File: src/rsps_pkg.sv
// ----------------------------------------------------------------------------
// rsps_pkg
// Types, codes and constants shared by the rounded square path setpoint.
// ----------------------------------------------------------------------------
`timescale 1ns / 1ps

package rsps_pkg;

	localparam int ANGLE_BITS = 17;
	localparam logic [16:0] ANGLE_LIMIT = 17'd102891;
	localparam logic [16:0] ANGLE_LIMIT_P1 = 17'd102892;
	localparam logic signed [32:0] CORDIC_GAIN = 33'sd652032874;
	localparam logic [21:0] POS_MAX = 22'd4194303;

	// Configuration register indexes
	localparam logic [1:0] REG_CRUISE = 2'd0;
	localparam logic [1:0] REG_TURN = 2'd1;
	localparam logic [1:0] REG_RADIUS = 2'd2;
	localparam logic [1:0] REG_SIDE = 2'd3;

	// Path segments
	localparam logic [2:0] SEG_RUN_X = 3'd0;
	localparam logic [2:0] SEG_ARC_1 = 3'd1;
	localparam logic [2:0] SEG_RUN_UP = 3'd2;
	localparam logic [2:0] SEG_ARC_2 = 3'd3;
	localparam logic [2:0] SEG_RUN_BACK = 3'd4;
	localparam logic [2:0] SEG_ARC_3 = 3'd5;
	localparam logic [2:0] SEG_RUN_DOWN = 3'd6;
	localparam logic [2:0] SEG_DONE = 3'd7;

	typedef struct packed {
		logic        busy;
		logic [19:0] vc;
		logic [19:0] vt;
		logic [21:0] radius;
		logic [21:0] side;
		logic [21:0] rdiv;
		logic [38:0] lim;
		logic [6:0][41:0] ts;
	} timing_t;

	typedef struct packed {
		logic [2:0]  seg;
		logic [35:0] mv;
		logic        sat;
	} carry_t;

	// Arctangent of 2^-i in Q30 radians.
	function automatic logic [29:0] atan_q30(input int i);
		logic [29:0] a;
		case (i)
			0: a = 30'd843314857;
			1: a = 30'd497837829;
			2: a = 30'd263043837;
			3: a = 30'd133525159;
			4: a = 30'd67021687;
			5: a = 30'd33543516;
			6: a = 30'd16775851;
			7: a = 30'd8388437;
			8: a = 30'd4194283;
			9: a = 30'd2097149;
			10: a = 30'd1048576;
			11: a = 30'd524288;
			12: a = 30'd262144;
			13: a = 30'd131072;
			14: a = 30'd65536;
			15: a = 30'd32768;
			16: a = 30'd16384;
			17: a = 30'd8192;
			18: a = 30'd4096;
			19: a = 30'd2048;
			20: a = 30'd1024;
			21: a = 30'd512;
			22: a = 30'd256;
			23: a = 30'd128;
			default: a = 30'd0;
		endcase
		return a;
	endfunction

endpackage

File: src/rsps_cordic_cell.sv
// ----------------------------------------------------------------------------
// rsps_cordic_cell
// One rotation-mode CORDIC micro-rotation by the arctangent of 2^-IDX.
// ----------------------------------------------------------------------------
`timescale 1ns / 1ps

module rsps_cordic_cell #(
	parameter int IDX = 0
) (
	input  logic                clk,
	input  logic                arst_n,
	input  logic                en,
	input  logic                valid_i,
	input  logic signed [32:0]  x_i,
	input  logic signed [32:0]  y_i,
	input  logic signed [32:0]  z_i,
	input  rsps_pkg::carry_t    car_i,
	output logic                valid_q,
	output logic signed [32:0]  x_q,
	output logic signed [32:0]  y_q,
	output logic signed [32:0]  z_q,
	output rsps_pkg::carry_t    car_q
);
	import rsps_pkg::*;

	localparam logic signed [32:0] ATAN = $signed({3'd0, atan_q30(IDX)});

	logic signed [32:0] dx, dy;

	// Arithmetic shifts round towards minus infinity, as required.
	assign dx = y_i >>> IDX;
	assign dy = x_i >>> IDX;

	always_ff @(posedge clk or negedge arst_n) begin
		if (!arst_n) begin
			valid_q <= 1'b0;
		end else if (en) begin
			valid_q <= valid_i;
		end
	end

	always_ff @(posedge clk) begin
		if (en) begin
			if (!z_i[32]) begin
				x_q <= x_i - dx;
				y_q <= y_i + dy;
				z_q <= z_i - ATAN;
			end else begin
				x_q <= x_i + dx;
				y_q <= y_i - dy;
				z_q <= z_i + ATAN;
			end
			car_q <= car_i;
		end
	end

endmodule

File: config.mk
export PLATFORM = sky130hd
export DESIGN_NAME = rsps_cordic_cell
export DESIGN_NICKNAME = d
export VERILOG_FILES = /design/src/rsps_pkg.sv /design/src/rsps_cordic_cell.sv
export SDC_FILE = /design/constraint.sdc
export NUM_CORES = 1
export LEC_CHECK = 0
export BUFFER_PORTS_ARGS = -buffer_cell sky130_fd_sc_hd__buf_2
export CORE_MARGIN = 2
export CORE_UTILIZATION = 30
export CTS_BUF_LIST = sky130_fd_sc_hd__clkbuf_4
export DETAILED_ROUTE_END_ITERATION = 8
export GPL_ROUTABILITY_DRIVEN = 0
export GPL_TIMING_DRIVEN = 0
export PLACE_DENSITY = 0.51
export SLEW_MARGIN = 0
export SYNTH_ARGS = -nofsm -noshare
export SYNTH_HDL_FRONTEND = slang
export SYNTH_SLANG_ARGS = --single-unit
export TNS_END_PERCENT = 1
File: constraint.sdc
create_clock -name clk -period 0.8 [get_ports clk]
set_input_delay 0.16 -clock clk [delete_from_list [all_inputs] [get_ports clk]]
set_output_delay 0.16 -clock clk [all_outputs]
set_load 0.03 [all_outputs]
==> summary.md <==
| Metric | Value |
|---|---|
| Setup ws final | -1.46 ns |
| Cell variety after synth | 67 |
| First-pass GRT wire length | 59400 µm |
| Most frequent cells in the layout | 153 x buf_6, 138 x edfxtp_1, 132 x buf_2 |
| Core Area | approximately 0.037 mm² |
| Post-Route WL | 40100 µm |
| Total power | ~28 mW |
| Met1 Track Usage GR | 0.243 |
| Fin cells | roughly 2000 |
| Area after DPL | around 0.013 mm² |
| Post-synth EDFFs | between 100 and 150 |
| Most common cell after layout, fill and taps aside | buf_6 |
| CTS tree | done |
| Final setup violation count | roughly 230 |
| Top_reg_cell synth | edfxtp_1 |
| FF+latch count, synth | about 140 |
| Fin crit share | 2.82 |
| Peak supply drop | approximately 0.85 mV |
| Most Used Layer, Global Route | met2 |
| Cell Area, Synth | about 0.011 mm² |
| Top post-synthesis cells by area | edfxtp_1 37%, ha_1 14%, a21oi_1 5.9% |
| # DRC | 0 |
| Most used cell, CP | a21o_1 |
| NumNets Final | 1830 |
| Cell accounting for the most synthesized area | edfxtp_1 |
| Ys Warns | 0 |
| Routed Antenna Nets | 0 |
| Design Area, Final | about 0.016 mm² |
| Dpl cells | 1924 |
| Area Growth Syn to Fin | 47.6% |
| Critical Path Max Stage Delay | 0.34 ns |
| Syn avg cell area | about 9.5 µm² |
| Hold Crit Class | input pin to register |
| DRT iter0 DRCs | 805 |
| Clk Latency, worst-skew pair | between 0.6 and 0.7 ns |
| Pleak | 7.02 nW |
| Ports | 283 |
| Clock-pin slew on the worst setup and hold paths | about 0.15 ns |
| Initial antenna violation count | 5 |
| Cells after Synth | between 1000 and 1500 |
| Met3 usage | 0.0518 |
| DPL Wire Length | 29200 µm |
| Crit path time final | 2.26 ns |
| # clock sinks | 139 |
| CP Launch Type | input pin |
| H-tree levels | 4 |
| Fin. Hold Viols | 1 |
| DR WL/cell | 19.6 µm |
| GRT Total Usage | 0.201 |
| Max cap viols | 0 |
| FF-to-FF Start | valid_q |
| DR vias | about 11000 |
| Ys async rst share | 0.00719 |
| Final Max Tran Viols | 0 |
| CP max-delay cell | a311oi_2 |
| Critical path start-end classification | input pin to register |
| Vias/cell | between 5 and 6 |
| Fillers | between 3000 and 4000 |
| Root Buffer | clkbuf_4 |
| Total iterations of the first detailed-routing run | 5 |
| Vias in the first global route | ~11000 |
| Final Core Density | 0.450 |
| TritonCTS Buffers | 17 |
| Largest net degree at the start of global routing | 79 |
| Critical path capture point type | register |
| Cell Chain, Critical Path | buf_16, clkinv_16, clkbuf_16, ha_4, a21o_1, a21o_1, a21oi_2, a311oi_4, a311oi_2, o21bai_1, a221oi_2, buf_4, o21ai_2, xnor2_1 |
| Share of layout cells above drive strength 1 | 0.358 |
| WHS | -0.0516 ns |
| Failing checks | hold timing, setup timing |
| Die height | around 200 µm |
| Crit path required time | roughly 1.3 ns |
| Worst hold start | z_i[31] |
| Max Fclk | ~440 MHz |
| Clk_skew | 0 ns |
| GRT met2 Usage | 0.341 |
| Core Rows | 70 |
| Port Buf Inserts | around 280 |
| Cts hold-fix bufs | 45 |
| Worst-Margin Slew | 0.958 ns |
| Critical Path AT | between 2 and 3 ns |
| Crit path launch | z_i[32] |
| Share of the yosys chip area belonging to registers | 0.375 |
| Global route overflow | 0 |
| Syn Nets | ~1400 |
| Clock buffer depth | 2 |
| Pwr/cell area | 1700 mW/mm² |
| Die X | between 150 and 200 µm |
| RSZ-0062 raised after global routing | yes |
| Starting density of the core | 0.304 |
| Crit Path Max Fanout | 7 |
| Post-synth top area share | 0.373 |
| Status | finished with violations |
| Die area | 0.0386 mm² |
| Slew headroom | 0.362 |
-- cells in the mapped netlist (4+ instances only) --
master,number
nor3_1,14
and4_1,4
a21oi_1,131
fa_1,4
and2_1,6
a31oi_1,9
nand2b_1,11
nand4_1,8
a21o_1,42
inv_1,103
o31ai_1,14
mux2i_1,18
nor2b_1,17
clkbuf_1,30
a311oi_1,7
nand2_1,56
edfxtp_1,138
ha_1,127
nor2_1,99
and3_1,6
nor4_1,13
or2_2,6
buf_2,5
buf_4,4
xor2_1,23
xnor2_1,70
o21ai_0,60
o41ai_1,5
o21a_1,9
nand3_1,13
clkinv_1,5
a211oi_1,22
or3_1,5
o21bai_1,25
a221o_1,5
-- per-stage QoR --
step                setup WS, ns  TNS, ns  hold slack [ns]
floorplan                  -1.80  -127.55           -0.136
global placement           -3.38  -530.18          -0.0649
detailed placement         -3.39  -292.20          -0.0635
CTS                        -1.48  -172.90           -0.123
global route               -1.50  -177.82          -0.0962
finish                     -1.46  -164.01          -0.0516
-- registers in the layout, indices dropped and copies added (netlist names) --
name and cells:
y_q 33, x_q 32, z_q 33, car_q 40, valid_q 1
-- area by class of cell --
cell class / count / area [µm²] / share of cell area
tap: 468 / 586 / 0.0357
antenna: 3 / 7.51 / 0.000457
multi-input combinational: 883 / 7410 / 0.451
sequential: 139 / 4170 / 0.254
timing repair buffer: 369 / 3230 / 0.197
clock buffer: 17 / 128 / 0.00777
clock inverter: 15 / 168 / 0.0102
inverter: 109 / 454 / 0.0277
buffer: 37 / 263 / 0.0160
-- critical path, delay by kind of cell --
family | cells | cell delay (ns)
compound gates | 8 | 1.48
buf+inv | 4 | 0.55
fa+ha+maj | 1 | 0.27
xor+xnor | 1 | 0.23
-- where the power goes --
part	leakage [nW]	internal [mW]	switching, mW
clock	0.160	1.72	3.44
combinational	5.49	5.44	7.38
sequential	1.36	9.40	0.506
-- cells by family (layout without fill, tap and decap cells) --
kind of cell	Yosys count	count (layout)	synth area share
AO/OA/AOI/OAI	373	373	0.217
flip-flops	139	139	0.375
AND/OR/NAND/NOR	267	267	0.115
buffers and inverters	151	547	0.0529
multiplexers	19	19	0.0172
XOR/XNOR	93	93	0.0733
adder cells (fa/ha/maj)	131	131	0.150
other	0	3	0
-- per-layer routing --
layer	up-vias	routed length, µm
li1	5040	-
met1	5102	17000
met2	400	19000
met3	87	2730
met4	4	1310
met5	-	27
-- final timing paths --
path | end | slack (ns) | cells past startpoint
min reg2reg | valid_q | 0.57 | 1
max reg2reg | valid_q | 0.02 | 1
min | z_q[32] | -0.05 | 3
max | z_q[27] | -1.46 | 14
max in group asynchronous | valid_q | 0.35 | 3
min in group asynchronous | valid_q | 0.35 | 3
-- what timing repair did --
action                                  CTS  global route
endpoints found under the setup margin  247           233
resized for setup                       464           131
buffers inserted                         28            11
gates cloned                              2             0
pin swaps                                67            70
hold endpoints to repair                 91             7
(Power assumes the default switching activity.)
