<file path="config.mk">
export PLATFORM = sky130hd
export DESIGN_NAME = rsps_div_cell
export DESIGN_NICKNAME = d
export VERILOG_FILES = /design/src/rsps_pkg.sv /design/src/rsps_div_cell.sv
export SDC_FILE = /design/constraint.sdc
export NUM_CORES = 1
export LEC_CHECK = 0
export ABC_CLOCK_PERIOD_IN_PS = 1900
export BUFFER_PORTS_ARGS = -buffer_cell sky130_fd_sc_hd__clkbuf_2
export CAP_MARGIN = 20
export CORE_ASPECT_RATIO = 1.2
export CORE_MARGIN = 2
export CORE_UTILIZATION = 45
export DETAILED_ROUTE_END_ITERATION = 10
export PLACE_DENSITY = 0.76
export RECOVER_POWER = 25
export SYNTH_ARGS = -nofsm -noshare
export SYNTH_HDL_FRONTEND = slang
export SYNTH_SLANG_ARGS = --single-unit
</file>
<file path="constraint.sdc">
create_clock -name clk -period 1.9 [get_ports clk]
set_clock_uncertainty 0.2 [all_clocks]
set_input_delay 0.19 -clock clk [delete_from_list [all_inputs] [get_ports clk]]
set_output_delay 0.19 -clock clk [all_outputs]
set_load 0.01 [all_outputs]
</file>
<file path="src/rsps_pkg.sv">
// ----------------------------------------------------------------------------
// rsps_pkg
// Types, codes and constants shared by the rounded square path setpoint.
// ----------------------------------------------------------------------------
`timescale 1ns / 1ps

package rsps_pkg;

	localparam int ANGLE_BITS = 17;
	localparam logic [16:0] ANGLE_LIMIT = 17'd102891;
	localparam logic [16:0] ANGLE_LIMIT_P1 = 17'd102892;
	localparam logic signed [32:0] CORDIC_GAIN = 33'sd652032874;
	localparam logic [21:0] POS_MAX = 22'd4194303;

	// Configuration register indexes
	localparam logic [1:0] REG_CRUISE = 2'd0;
	localparam logic [1:0] REG_TURN = 2'd1;
	localparam logic [1:0] REG_RADIUS = 2'd2;
	localparam logic [1:0] REG_SIDE = 2'd3;

	// Path segments
	localparam logic [2:0] SEG_RUN_X = 3'd0;
	localparam logic [2:0] SEG_ARC_1 = 3'd1;
	localparam logic [2:0] SEG_RUN_UP = 3'd2;
	localparam logic [2:0] SEG_ARC_2 = 3'd3;
	localparam logic [2:0] SEG_RUN_BACK = 3'd4;
	localparam logic [2:0] SEG_ARC_3 = 3'd5;
	localparam logic [2:0] SEG_RUN_DOWN = 3'd6;
	localparam logic [2:0] SEG_DONE = 3'd7;

	typedef struct packed {
		logic        busy;
		logic [19:0] vc;
		logic [19:0] vt;
		logic [21:0] radius;
		logic [21:0] side;
		logic [21:0] rdiv;
		logic [38:0] lim;
		logic [6:0][41:0] ts;
	} timing_t;

	typedef struct packed {
		logic [2:0]  seg;
		logic [35:0] mv;
		logic        sat;
	} carry_t;

	// Arctangent of 2^-i in Q30 radians.
	function automatic logic [29:0] atan_q30(input int i);
		logic [29:0] a;
		case (i)
			0: a = 30'd843314857;
			1: a = 30'd497837829;
			2: a = 30'd263043837;
			3: a = 30'd133525159;
			4: a = 30'd67021687;
			5: a = 30'd33543516;
			6: a = 30'd16775851;
			7: a = 30'd8388437;
			8: a = 30'd4194283;
			9: a = 30'd2097149;
			10: a = 30'd1048576;
			11: a = 30'd524288;
			12: a = 30'd262144;
			13: a = 30'd131072;
			14: a = 30'd65536;
			15: a = 30'd32768;
			16: a = 30'd16384;
			17: a = 30'd8192;
			18: a = 30'd4096;
			19: a = 30'd2048;
			20: a = 30'd1024;
			21: a = 30'd512;
			22: a = 30'd256;
			23: a = 30'd128;
			default: a = 30'd0;
		endcase
		return a;
	endfunction

endpackage

</file>
<file path="src/rsps_div_cell.sv">
// ----------------------------------------------------------------------------
// rsps_div_cell
// One restoring division step of the arc angle: yields one quotient bit.
// ----------------------------------------------------------------------------
`timescale 1ns / 1ps

module rsps_div_cell (
	input  logic             clk,
	input  logic             arst_n,
	input  logic             en,
	input  logic [37:0]      divisor,
	input  logic             valid_i,
	input  logic [38:0]      rem_i,
	input  logic [16:0]      quo_i,
	input  rsps_pkg::carry_t car_i,
	output logic             valid_q,
	output logic [38:0]      rem_q,
	output logic [16:0]      quo_q,
	output rsps_pkg::carry_t car_q
);
	import rsps_pkg::*;

	logic        ge;
	logic [38:0] rem_n;

	assign ge = rem_i >= {1'b0, divisor};
	assign rem_n = ge ? rem_i - {1'b0, divisor} : rem_i;

	always_ff @(posedge clk or negedge arst_n) begin
		if (!arst_n) begin
			valid_q <= 1'b0;
		end else if (en) begin
			valid_q <= valid_i;
		end
	end

	always_ff @(posedge clk) begin
		if (en) begin
			rem_q <= {rem_n[37:0], 1'b0};
			quo_q <= {quo_i[15:0], ge};
			car_q <= car_i;
		end
	end

endmodule

</file>
==> flow_summary.json <==
{
  "synth_edf_count": 95,
  "ir_drop_mv": 0.5286,
  "wl_per_cell_um": 19.44,
  "rsz0062_at_grt": "true",
  "violations": "setup timing",
  "grtUsageTotal_pct": 30.04,
  "fin_crit_sh_pct": 139.1,
  "syn_inst": 527,
  "grt_pass1_wl_um": 31600,
  "postLayoutSetupSlackWorst_ns": -0.7438,
  "die_w_um": 106.9,
  "clk_latency_ns": 0.34,
  "fin_setup_tns_ns": -25.56,
  "num_antenna_cells": 0,
  "clockBufferDepth": 2,
  "area_growth_pct": 81.61,
  "die_height_um": 127.4,
  "grt_pass1_vias": 6277,
  "grt_overflow_total": 0,
  "cts.root.buffer_cell": "clkbuf_16",
  "start_util_pct": 45.72,
  "dp_slack_ns": -1.303,
  "r2r_end": "valid_q$_DFFE_PN0P_",
  "synth_top_area_share_pct": 49.92,
  "outcome": "finished, violations left",
  "nets": 1167,
  "first_iter_violations": 378,
  "start_kind": "input pin",
  "totalWireLength_um": 22530,
  "path_clk_slew_ns": 0.08,
  "top_usage_layer": "met2",
  "syn_area_per_cell_um2": 10.84,
  "min_path_type": "input pin to flip-flop",
  "required_ns": 1.80,
  "synthTopCellsByArea": "edfxtp_1, ha_1, a21oi_1",
  "reg2reg_depth": 1,
  "ys_dominant_reg_cell": "edfxtp_1",
  "worstPathMaxFanout": 7,
  "worstPathArrival_ns": 2.54,
  "drv_cap": 0,
  "cts_max_level": 3,
  "cts.sinks": 96,
  "num_vias": 6265,
  "rr_startpoint": "valid_q$_DFFE_PN0P_",
  "hpwl_um": 13990,
  "first_pass_iters": 5,
  "grt_use_met2_pct": 56.43,
  "crit_type": "input pin to flip-flop",
  "netlist_area_um2": 5714,
  "finalSetupViolCount": 39,
  "reg2reg_slack_ns": 0.93,
  "core_area_um2": 12500,
  "final-max-slew-violation-count": 0,
  "use_met3_pct": 6.378,
  "worstSetupEndpoint": "rem_q[17]$_DFFE_PP_",
  "met1_usage_pct": 31.51,
  "ys_warn_count": 0,
  "seq_area_frac_synth_pct": 50.36,
  "antenna_found_initial": 1,
  "drive_gt1_share_pct": 56.38,
  "grt_max_degree": 30,
  "pin_count": 235,
  "worst-slew-pin-transition_ns": 1.397,
  "slew_headroom_pct": 6.894,
  "power.density_nw_per_um2": 732.8,
  "place_area_um2": 8134,
  "synth.distinct_cells": 62,
  "p_leak_uw": 0.004658,
  "ant_nets": 0,
  "ys_seq_elements": 96,
  "drc": 0,
  "fmax_ghz": 0.3782,
  "die-area_um2": 13620,
  "cts_buffers": 9,
  "numPortBuffers": 232,
  "crit_start": "rem_i[0]",
  "fin_crit_ns": 2.644,
  "place.gp.congestion": 0.8881,
  "via_per_inst": 5.406,
  "synth_top_area_cell": "edfxtp_1",
  "async_flop_share_pct": 1.042,
  "syn-num-nets": 704,
  "end_kind": "flip-flop",
  "cts_tree": "done",
  "rows": 45,
  "final_area_um2": 10380,
  "finalHoldViolCount": 0,
  "fillers": 676
}
[placed cells by master (no fill, tap or decap), types with 4 or more instances in the layout]
| cell | count |
|---|---|
| dlygate4sd3_1 | 76 |
| nor2_4 | 18 |
| nor2_1 | 14 |
| xnor2_1 | 17 |
| a21o_1 | 11 |
| and4_1 | 4 |
| buf_8 | 7 |
| edfxtp_1 | 95 |
| o21a_1 | 6 |
| inv_1 | 35 |
| a21oi_2 | 26 |
| clkbuf_16 | 11 |
| o21ai_2 | 11 |
| ha_4 | 19 |
| clkbuf_2 | 211 |
| nand4_1 | 11 |
| a211oi_2 | 4 |
| nand2b_1 | 5 |
| nand2_4 | 4 |
| xor2_1 | 8 |
| nand2_2 | 8 |
| a21oi_1 | 31 |
| inv_2 | 10 |
| inv_4 | 5 |
| ha_1 | 19 |
| nor3_1 | 4 |
| o21ai_0 | 11 |
| o21bai_1 | 7 |
| or2_2 | 4 |
| o21ai_1 | 9 |
| buf_4 | 129 |
| nand3_1 | 5 |
| buf_12 | 6 |
| nand2_1 | 32 |
| buf_6 | 34 |
| and2_1 | 4 |
[power breakdown]
part,internal (uW),switching (uW)
Combinational,1380,1350
Sequential,2630,87.2
Clock,1300,851
[logic make-up (layout without fill, tap and decap cells)]
family / after synthesis / after routing / share of synthesized area [%]
AO/OA/AOI/OAI: 149 / 149 / 17.10
XOR/XNOR: 29 / 29 / 4.445
adder cells (fa/ha/maj): 39 / 39 / 8.671
buffers and inverters: 71 / 539 / 5.978
flip-flops: 96 / 96 / 50.36
multiplexers: 2 / 2 / 0.3722
other: 1 / 1 / 0.06563
AND/OR/NAND/NOR: 140 / 140 / 13.01
[cell type report]
class | count | area (um^2) | area share (%)
Multi-Input combinational cell | 360 | 3231 | 31.13
Inverter | 53 | 236.5 | 2.279
Timing Repair inverter | 1 | 16.27 | 0.1567
Sequential cell | 96 | 2878 | 27.73
Clock inverter | 6 | 112.6 | 1.085
Timing Repair Buffer | 469 | 3470 | 33.43
Clock buffer | 10 | 229.0 | 2.206
Tap cell | 164 | 205.2 | 1.977
[how the worst min path moves through the flow]
stage / depth (start not counted) / end / slack [ns] / from
6_report: 4 / rem_q[34]$_DFFE_PP_ / 0.03 / rem_i[33]
5_1_grt: 3 / rem_q[38]$_DFFE_PP_ / 0.02 / rem_i[37]
4_1_cts: 3 / rem_q[38]$_DFFE_PP_ / 0.001 / rem_i[37]
3_5_place_dp: 1 / valid_q$_DFFE_PN0P_ / -0.23 / arst_n
3_3_place_gp: 1 / valid_q$_DFFE_PN0P_ / -0.24 / arst_n
2_1_floorplan: 0 / valid_q$_DFFE_PN0P_ / -0.31 / arst_n
[Yosys cell counts, drive strengths merged (8+ instances only)]
library cell and number:
xnor2 20, a21oi 60, nand2 45, inv 53, a21o 11, xor2 9
edfxtp 95, ha 38, o21ai 31, nor2 34, nand4 11, buf 11
o21bai 8, nand3 8
[worst max-delay path: stages]
cell and delay, ns:
buf_8 0.10, inv_6 0.06, ha_4 0.16, buf_4 0.11, buf_4 0.10, nand2b_1 0.18, a21oi_4 0.10, o211ai_1 0.35
a21oi_2 0.11, or4_4 0.47, nand2_8 0.13, clkinv_8 0.09, buf_12 0.15, a31o_4 0.23
[routing by layer]
layer / part of all wire, % / vias to the layer above
met5: 0 / -
met4: 4.4 / 0
met3: 7.7 / 84
met2: 53 / 350
met1: 35 / 2989
li1: - / 2842
[per-stage QoR]
step / utilization [%] / instances / total power (uW) / hold slack [ns]
4_1_cts: 77.44 / 1132 / 7203 / 0.001051
3_3_place_gp: 65.08 / 1036 / 4700 / -0.2353
5_1_grt: 83.02 / 1159 / 7867 / 0.01741
2_1_floorplan: - / 527 / 3827 / -0.3056
6_report: 83.02 / 1159 / 7605 / 0.03074
3_5_place_dp: 65.08 / 1036 / 4764 / -0.2335
[timing repair]
item / CTS / global route
setup buffers: 13 / 19
endpoints found under the setup margin: 39 / 39
hold endpoints to repair: 70 / 5
hold buffers: 71 / 5
gates resized for setup: 100 / 119
cloned: 0 / 3
pin swaps: 29 / 39
[registers in the layout, indices dropped and copies added (netlist names)]
register,count
quo_q,17
car_q,40
rem_q,38
valid_q,1
No activity file was read; power rests on OpenSTA's default activity.
