### config.mk
export PLATFORM = sky130hd
export DESIGN_NAME = rsps_timing
export DESIGN_NICKNAME = d
export VERILOG_FILES = /design/src/rsps_pkg.sv /design/src/rsps_timing.sv
export SDC_FILE = /design/constraint.sdc
export NUM_CORES = 2
export LEC_CHECK = 0
export BUFFER_PORTS_ARGS = -buffer_cell sky130_fd_sc_hd__buf_2
export CORE_MARGIN = 5
export CORE_UTILIZATION = 35
export CTS_BUF_LIST = sky130_fd_sc_hd__clkbuf_4 sky130_fd_sc_hd__clkbuf_8 sky130_fd_sc_hd__clkbuf_16
export DETAILED_ROUTE_END_ITERATION = 12
export MAX_ROUTING_LAYER = met4
export PLACE_DENSITY = 0.5
export SYNTH_ARGS = -nofsm -noshare
export SYNTH_HDL_FRONTEND = slang
export SYNTH_SLANG_ARGS = --single-unit
### constraint.sdc
create_clock -name clk -period 6.1 [get_ports clk]
set_input_delay 0.61 -clock clk [delete_from_list [all_inputs] [get_ports clk]]
set_output_delay 0.61 -clock clk [all_outputs]
set_load 0.1 [all_outputs]
### src/rsps_pkg.sv
// ----------------------------------------------------------------------------
// rsps_pkg
// Types, codes and constants shared by the rounded square path setpoint.
// ----------------------------------------------------------------------------
`timescale 1ns / 1ps

package rsps_pkg;

	localparam int ANGLE_BITS = 17;
	localparam logic [16:0] ANGLE_LIMIT = 17'd102891;
	localparam logic [16:0] ANGLE_LIMIT_P1 = 17'd102892;
	localparam logic signed [32:0] CORDIC_GAIN = 33'sd652032874;
	localparam logic [21:0] POS_MAX = 22'd4194303;

	// Configuration register indexes
	localparam logic [1:0] REG_CRUISE = 2'd0;
	localparam logic [1:0] REG_TURN = 2'd1;
	localparam logic [1:0] REG_RADIUS = 2'd2;
	localparam logic [1:0] REG_SIDE = 2'd3;

	// Path segments
	localparam logic [2:0] SEG_RUN_X = 3'd0;
	localparam logic [2:0] SEG_ARC_1 = 3'd1;
	localparam logic [2:0] SEG_RUN_UP = 3'd2;
	localparam logic [2:0] SEG_ARC_2 = 3'd3;
	localparam logic [2:0] SEG_RUN_BACK = 3'd4;
	localparam logic [2:0] SEG_ARC_3 = 3'd5;
	localparam logic [2:0] SEG_RUN_DOWN = 3'd6;
	localparam logic [2:0] SEG_DONE = 3'd7;

	typedef struct packed {
		logic        busy;
		logic [19:0] vc;
		logic [19:0] vt;
		logic [21:0] radius;
		logic [21:0] side;
		logic [21:0] rdiv;
		logic [38:0] lim;
		logic [6:0][41:0] ts;
	} timing_t;

	typedef struct packed {
		logic [2:0]  seg;
		logic [35:0] mv;
		logic        sat;
	} carry_t;

	// Arctangent of 2^-i in Q30 radians.
	function automatic logic [29:0] atan_q30(input int i);
		logic [29:0] a;
		case (i)
			0: a = 30'd843314857;
			1: a = 30'd497837829;
			2: a = 30'd263043837;
			3: a = 30'd133525159;
			4: a = 30'd67021687;
			5: a = 30'd33543516;
			6: a = 30'd16775851;
			7: a = 30'd8388437;
			8: a = 30'd4194283;
			9: a = 30'd2097149;
			10: a = 30'd1048576;
			11: a = 30'd524288;
			12: a = 30'd262144;
			13: a = 30'd131072;
			14: a = 30'd65536;
			15: a = 30'd32768;
			16: a = 30'd16384;
			17: a = 30'd8192;
			18: a = 30'd4096;
			19: a = 30'd2048;
			20: a = 30'd1024;
			21: a = 30'd512;
			22: a = 30'd256;
			23: a = 30'd128;
			default: a = 30'd0;
		endcase
		return a;
	endfunction

endpackage

### src/rsps_timing.sv
// ----------------------------------------------------------------------------
// rsps_timing
// Configuration registers and the segment boundary times derived from them,
// worked out by a shared bit-serial divider after reset and after each write.
// ----------------------------------------------------------------------------
`timescale 1ns / 1ps

module rsps_timing (
	input  logic              clk,
	input  logic              arst_n,
	input  logic              cfg_valid,
	output logic              cfg_ready,
	input  logic [1:0]        cfg_index,
	input  logic [21:0]       cfg_data,
	output rsps_pkg::timing_t tim
);
	import rsps_pkg::*;

	localparam logic [2:0] ST_IDLE = 3'd0;
	localparam logic [2:0] ST_LOAD = 3'd1;
	localparam logic [2:0] ST_DIV = 3'd2;
	localparam logic [2:0] ST_SUM = 3'd3;

	localparam logic [1:0] JOB_D1 = 2'd0;
	localparam logic [1:0] JOB_D2 = 2'd1;
	localparam logic [1:0] JOB_DT = 2'd2;

	logic [19:0] cruise_q, turn_q;
	logic [21:0] radius_q, side_q;
	logic [2:0]  state_q;
	logic [1:0]  job_q;
	logic [5:0]  cnt_q;
	logic [2:0]  k_q;
	logic [45:0] num_q;
	logic [26:0] den_q, rem_q;
	logic [41:0] d1_q, d2_q, dt_q, acc_q;
	logic [6:0][41:0] ts_q;
	logic [38:0] lim_q;

	logic [19:0] vc, vt;
	logic [21:0] rdiv;
	logic [22:0] side_e, r2;
	logic [29:0] rt;
	logic [45:0] num_sel;
	logic [26:0] den_sel;
	logic [27:0] rem_sh;
	logic        ge;
	logic [45:0] quo;
	logic [41:0] dur, acc_n;

	assign vc = (cruise_q == 20'd0) ? 20'd1 : cruise_q;
	assign vt = (turn_q == 20'd0) ? 20'd1 : turn_q;
	assign rdiv = (radius_q == 22'd0) ? 22'd1 : radius_q;
	assign side_e = {1'b0, side_q};
	assign r2 = {radius_q, 1'b0};
	assign rt = 30'(radius_q) * 30'd157;

	always_comb begin
		case (job_q)
			JOB_D1: begin
				num_sel = (side_q > radius_q) ? {8'd0, side_q - radius_q, 16'd0} : 46'd0;
				den_sel = 27'(vc);
			end
			JOB_D2: begin
				num_sel = (side_e > r2) ? {7'd0, side_e - r2, 16'd0} : 46'd0;
				den_sel = 27'(vc);
			end
			default: begin
				num_sel = {rt, 16'd0};
				den_sel = 27'(vt) * 27'd100;
			end
		endcase
	end

	assign rem_sh = {rem_q, num_q[45]};
	assign ge = rem_sh >= {1'b0, den_q};
	assign quo = {num_q[44:0], ge};

	always_comb begin
		case (k_q)
			3'd0, 3'd6: dur = d1_q;
			3'd2, 3'd4: dur = d2_q;
			default: dur = dt_q;
		endcase
	end
	assign acc_n = acc_q + dur;

	always_ff @(posedge clk or negedge arst_n) begin
		if (!arst_n) begin
			cruise_q <= 20'd32768;
			turn_q <= 20'd19661;
			radius_q <= 22'd131072;
			side_q <= 22'd655360;
			state_q <= ST_LOAD;
			job_q <= JOB_D1;
			cnt_q <= 6'd0;
			k_q <= 3'd0;
		end else begin
			case (state_q)
				ST_IDLE: begin
					if (cfg_valid) begin
						case (cfg_index)
							REG_CRUISE: cruise_q <= cfg_data[19:0];
							REG_TURN: turn_q <= cfg_data[19:0];
							REG_RADIUS: radius_q <= cfg_data;
							REG_SIDE: side_q <= cfg_data;
							default: ;
						endcase
						state_q <= ST_LOAD;
						job_q <= JOB_D1;
					end
				end
				ST_LOAD: begin
					cnt_q <= 6'd0;
					state_q <= ST_DIV;
				end
				ST_DIV: begin
					cnt_q <= cnt_q + 6'd1;
					if (cnt_q == 6'd45) begin
						if (job_q == JOB_DT) begin
							state_q <= ST_SUM;
							k_q <= 3'd0;
						end else begin
							job_q <= job_q + 2'd1;
							state_q <= ST_LOAD;
						end
					end
				end
				ST_SUM: begin
					if (k_q == 3'd6) begin
						state_q <= ST_IDLE;
					end else begin
						k_q <= k_q + 3'd1;
					end
				end
				default: state_q <= ST_LOAD;
			endcase
		end
	end

	// Datapath registers of the divider and the boundary accumulator.
	always_ff @(posedge clk) begin
		lim_q <= 39'(rdiv) * 39'(ANGLE_LIMIT_P1);
		case (state_q)
			ST_LOAD: begin
				num_q <= num_sel;
				den_q <= den_sel;
				rem_q <= 27'd0;
				acc_q <= 42'd0;
			end
			ST_DIV: begin
				num_q <= quo;
				rem_q <= ge ? 27'(rem_sh - {1'b0, den_q}) : rem_sh[26:0];
				if (cnt_q == 6'd45) begin
					case (job_q)
						JOB_D1: d1_q <= quo[41:0];
						JOB_D2: d2_q <= quo[41:0];
						default: dt_q <= quo[41:0];
					endcase
				end
			end
			ST_SUM: begin
				acc_q <= acc_n;
				ts_q[k_q] <= acc_n;
			end
			default: ;
		endcase
	end

	assign cfg_ready = (state_q == ST_IDLE);

	always_comb begin
		tim.busy = (state_q != ST_IDLE);
		tim.vc = vc;
		tim.vt = vt;
		tim.radius = radius_q;
		tim.side = side_q;
		tim.rdiv = rdiv;
		tim.lim = lim_q;
		tim.ts = ts_q;
	end

endmodule

==> impl_metrics.csv <==
group,metric,value,unit
synth,yosysSeqAreaShare,0.4757,
global_routing,overflow,0,
sta,rsz0062_at_grt,"yes",
route,drt-wirelength-per-cell,20.22,um
route,ant_nets,0,
cts,htreeDepth,3,
layout,finalNonFillerCells,5922,
outcome,violations,"setup timing",
route,drt_pre_antenna_iters,5,
route,dr.first_iter.drc_count,1788,
floorplan,pin_count,468,
synth,netlist.top_cell.by_area,"edfxtp_1",
setup_path,crit_top_cell,"fa_1",
sta,timing.hold.ws,203.0,ps
cts,cts.clk_slew.worst_paths,60,ps
placed_design,io_buffer_count,465,
power_and_ir_drop,leakagePower,22.20,nW
floorplan,die_w,357.1,um
synth,async_flop_share,0.1394,
sta,finalClockSkew,64.94,ps
setup_path,cp-end-kind,"flop",
sta,tightest_slew,1134,ps
route,viasPerCell,4.951,
power_and_ir_drop,p_sw,2.158,mW
synth,ys_types,92,
global_routing,grt_pass1_wl,179900,um
sta,slew_viol_final,0,
power_and_ir_drop,peakVddDrop,0.3068,mV
floorplan,chipHeight,357.1,um
cts,cts_tree,"done",
sta,setup_viol,20,
synth,synth-compound-area-share,0.1217,
sta,period_share,1.071,
global_routing,first_global_vias,29160,
placed_design,gp_congestion,0.8758,
placed_design,dp_cells,5689,
floorplan,initial_utilization,0.3520,
synth,synthFlopType,"edfxtp_1",
synth,synth-seq-cells,696,
synth,synthCells,3529,
cts,clock_latency,710,ps
floorplan,std_cell_rows,127,
min_path,hp-class,"in2reg",
route,routed_wl,119700,um
power_and_ir_drop,power_density,194.8,nW/um^2
power_and_ir_drop,power.internal,8.149,mW
synth,synth_edf_count,562,
route,route.detailed.drc,0,
synth,synth.cell_area,42170,sq um
cts,cts_buffers,81,
sta,period_needed,6534,ps
sta,hold_viol_final,0,
sta,setup_ws,-434.3,ps
placed_design,place_area,48470,sq um
synth,synth_fa_ha_area_frac,0.2183,
synth,yosysMostFrequentCell,"edfxtp_1",
layout,fin_area,52900,sq um
synth,synth-xor-area-share,0.03178,
synth,avgSynthCellArea,11.95,sq um
setup_path,r2r_cells,28,
global_routing,antenna_found_initial,2,
layout,num-nets-final,4885,
synth,yosys.area_share.simple,0.07379,
run,maxCapViolations,0,
floorplan,core,119800,sq um
cts,cts.path.max_buffers,3,
power_and_ir_drop,seq_power_share,0.492,
setup_path,path_class,"reg2reg",
placed_design,dp_hpwl,88070,um
layout,drive_above_1_share,0.2929,
power_and_ir_drop,p_sw_frac,0.2094,
synth,yosysWarningCount,0,
cts,cts.sinks,696,
setup_path,path_max_fanout,6,
power_and_ir_drop,p_clk_frac,0.504,
route,num_vias,29320,
sta,timing.slew.headroom,0.2423,
outcome,outcome,"complete, but fails checks",
setup_path,start_kind,"flop",
setup_path,worst_ep_arrival_time,7110,ps
synth,synth_common_cells,"562 x edfxtp_1, 422 x inv_1, 419 x ha_1",
power_and_ir_drop,combPwrFrac,0.005,
setup_path,crit_path_top_delay_cell,"dfstp_4",
synth,synth_top_area_frac,0.4002,
synth,yosys-top-cells-area,"edfxtp_1 40%, ha_1 12%, fa_1 9.4%, dfrtp_1 5.0%, inv_1 3.8%",
synth,synth.area.mux_share,0.02911,
synth,synth_top_family_by_area,"adder cells",
global_routing,grtUsageTotal,0.1893,
layout,syn2layout_area_growth,25.45,%
cts,cts_root_buffer,"clkbuf_16",
sta,max_freq,153.0,MHz
setup_path,critPathMaxStageDelay,620,ps
setup_path,required,6680,ps
global_routing,grt_max_degree,87,
floorplan,die_area,127500,sq um
min_path,hold_path_depth,2,
## power groups by stage
stage / sequential, mW / combinational (mW) / clock, mW
after global placement: 5.17 / 0.0503 / 0
after CTS: 5.07 / 0.0505 / 5.36
final: 5.07 / 0.0483 / 5.19
after global routing: 5.06 / 0.0523 / 5.56
after floorplan: 5.17 / 0.00694 / 0
after detailed placement: 5.17 / 0.0499 / 0
## metrics by stage
step           setup TNS (ps)  setup slack (ps)    util  power [mW]
6_report                -4763            -434.3  0.4416       10.31
5_1_grt                 -9623            -655.1  0.4415       10.68
4_1_cts                 -4814            -497.0  0.4371       10.47
3_5_place_dp            -6933            -595.4  0.4045       5.216
3_3_place_gp            -6033            -531.9  0.4045       5.217
2_1_floorplan          -14240            -881.9       -       5.173
## cells by family (layout without fill, tap and decap cells)
| group | after synthesis | after routing |
|---|---|---|
| simple gates | 657 | 657 |
| buf+inv | 548 | 1326 |
| fa+ha+maj | 617 | 617 |
| compound gates | 745 | 746 |
| other cells | 1 | 3 |
| flops | 696 | 696 |
| xor+xnor | 153 | 153 |
| mux | 112 | 112 |
## registers in the layout, indices dropped and copies added (netlist names), 3 cells and up
register,count
d1_q,42
lim_q,37
d2_q,42
den_q,27
dt_q,42
num_q,46
acc_q,42
tim,294
cruise_q,20
turn_q,20
rem_q,27
radius_q,22
k_q,3
cnt_q,6
side_q,22
## per-layer routing
metal / part of all wire / vias up / track usage / wire length (um)
met5: 0 / - / - / 0
met4: 0.019 / 0 / 0.04530 / 2299
met3: 0.049 / 132 / 0.02626 / 5849
met2: 0.46 / 687 / 0.2967 / 55450
met1: 0.47 / 14370 / 0.2621 / 56140
li1: - / 14130 / - / -
## worst max-delay path: cells and delay by family, from the launching register on
family / cells / cell delay [ps]
buf+inv: 6 / 560
compound gates: 6 / 1000
fa+ha+maj: 8 / 3200
xor+xnor: 1 / 130
simple gates: 7 / 900
flops: 1 / 620
## area by class of cell
class / instances / area, sq um
Multi-Input combinational cell: 2287 / 21440
Clock buffer: 92 / 2128
Timing Repair Buffer: 752 / 4715
Clock inverter: 59 / 799.5
Tap cell: 1612 / 2017
Antenna cell: 1 / 2.502
Inverter: 423 / 1678
Fill cell: 11380 / 66910
Sequential cell: 696 / 20130
## path summary, 6_finish.rpt
check                               endpoint  slack [ps]         start
min in group asynchronous         turn_q[15]         510        arst_n
worst min-delay path              side_q[20]         200  cfg_data[20]
worst min register to register       dt_q[2]         490      num_q[1]
worst max-delay path               lim_q[35]        -430  radius_q[17]
worst max register to register     lim_q[35]        -430  radius_q[17]
max in group asynchronous       radius_q[11]        4300        arst_n
## cell usage in the layout, fill, tap and decap left out, drive strengths merged, types with 94 or more instances in the layout
master | Yosys | layout
xnor2 | 95 | 95
edfxtp | 562 | 562
o21ai | 170 | 170
nand2 | 218 | 218
buf | 23 | 749
fa | 198 | 198
clkbuf | 102 | 94
ha | 419 | 419
inv | 422 | 405
a221oi | 98 | 98
nor2 | 154 | 154
a21oi | 160 | 161
## repair_timing
| item | CTS | global route |
|---|---|---|
| pin swaps | 98 | 52 |
| buffers inserted | 59 | 21 |
| gates cloned | 2 | 4 |
| resized for setup | 108 | 65 |
| setup endpoints to repair | 20 | 46 |
| hold endpoints to repair | 39 | 0 |
| hold buffers | 1 | 0 |
(Power assumes the default switching activity.)
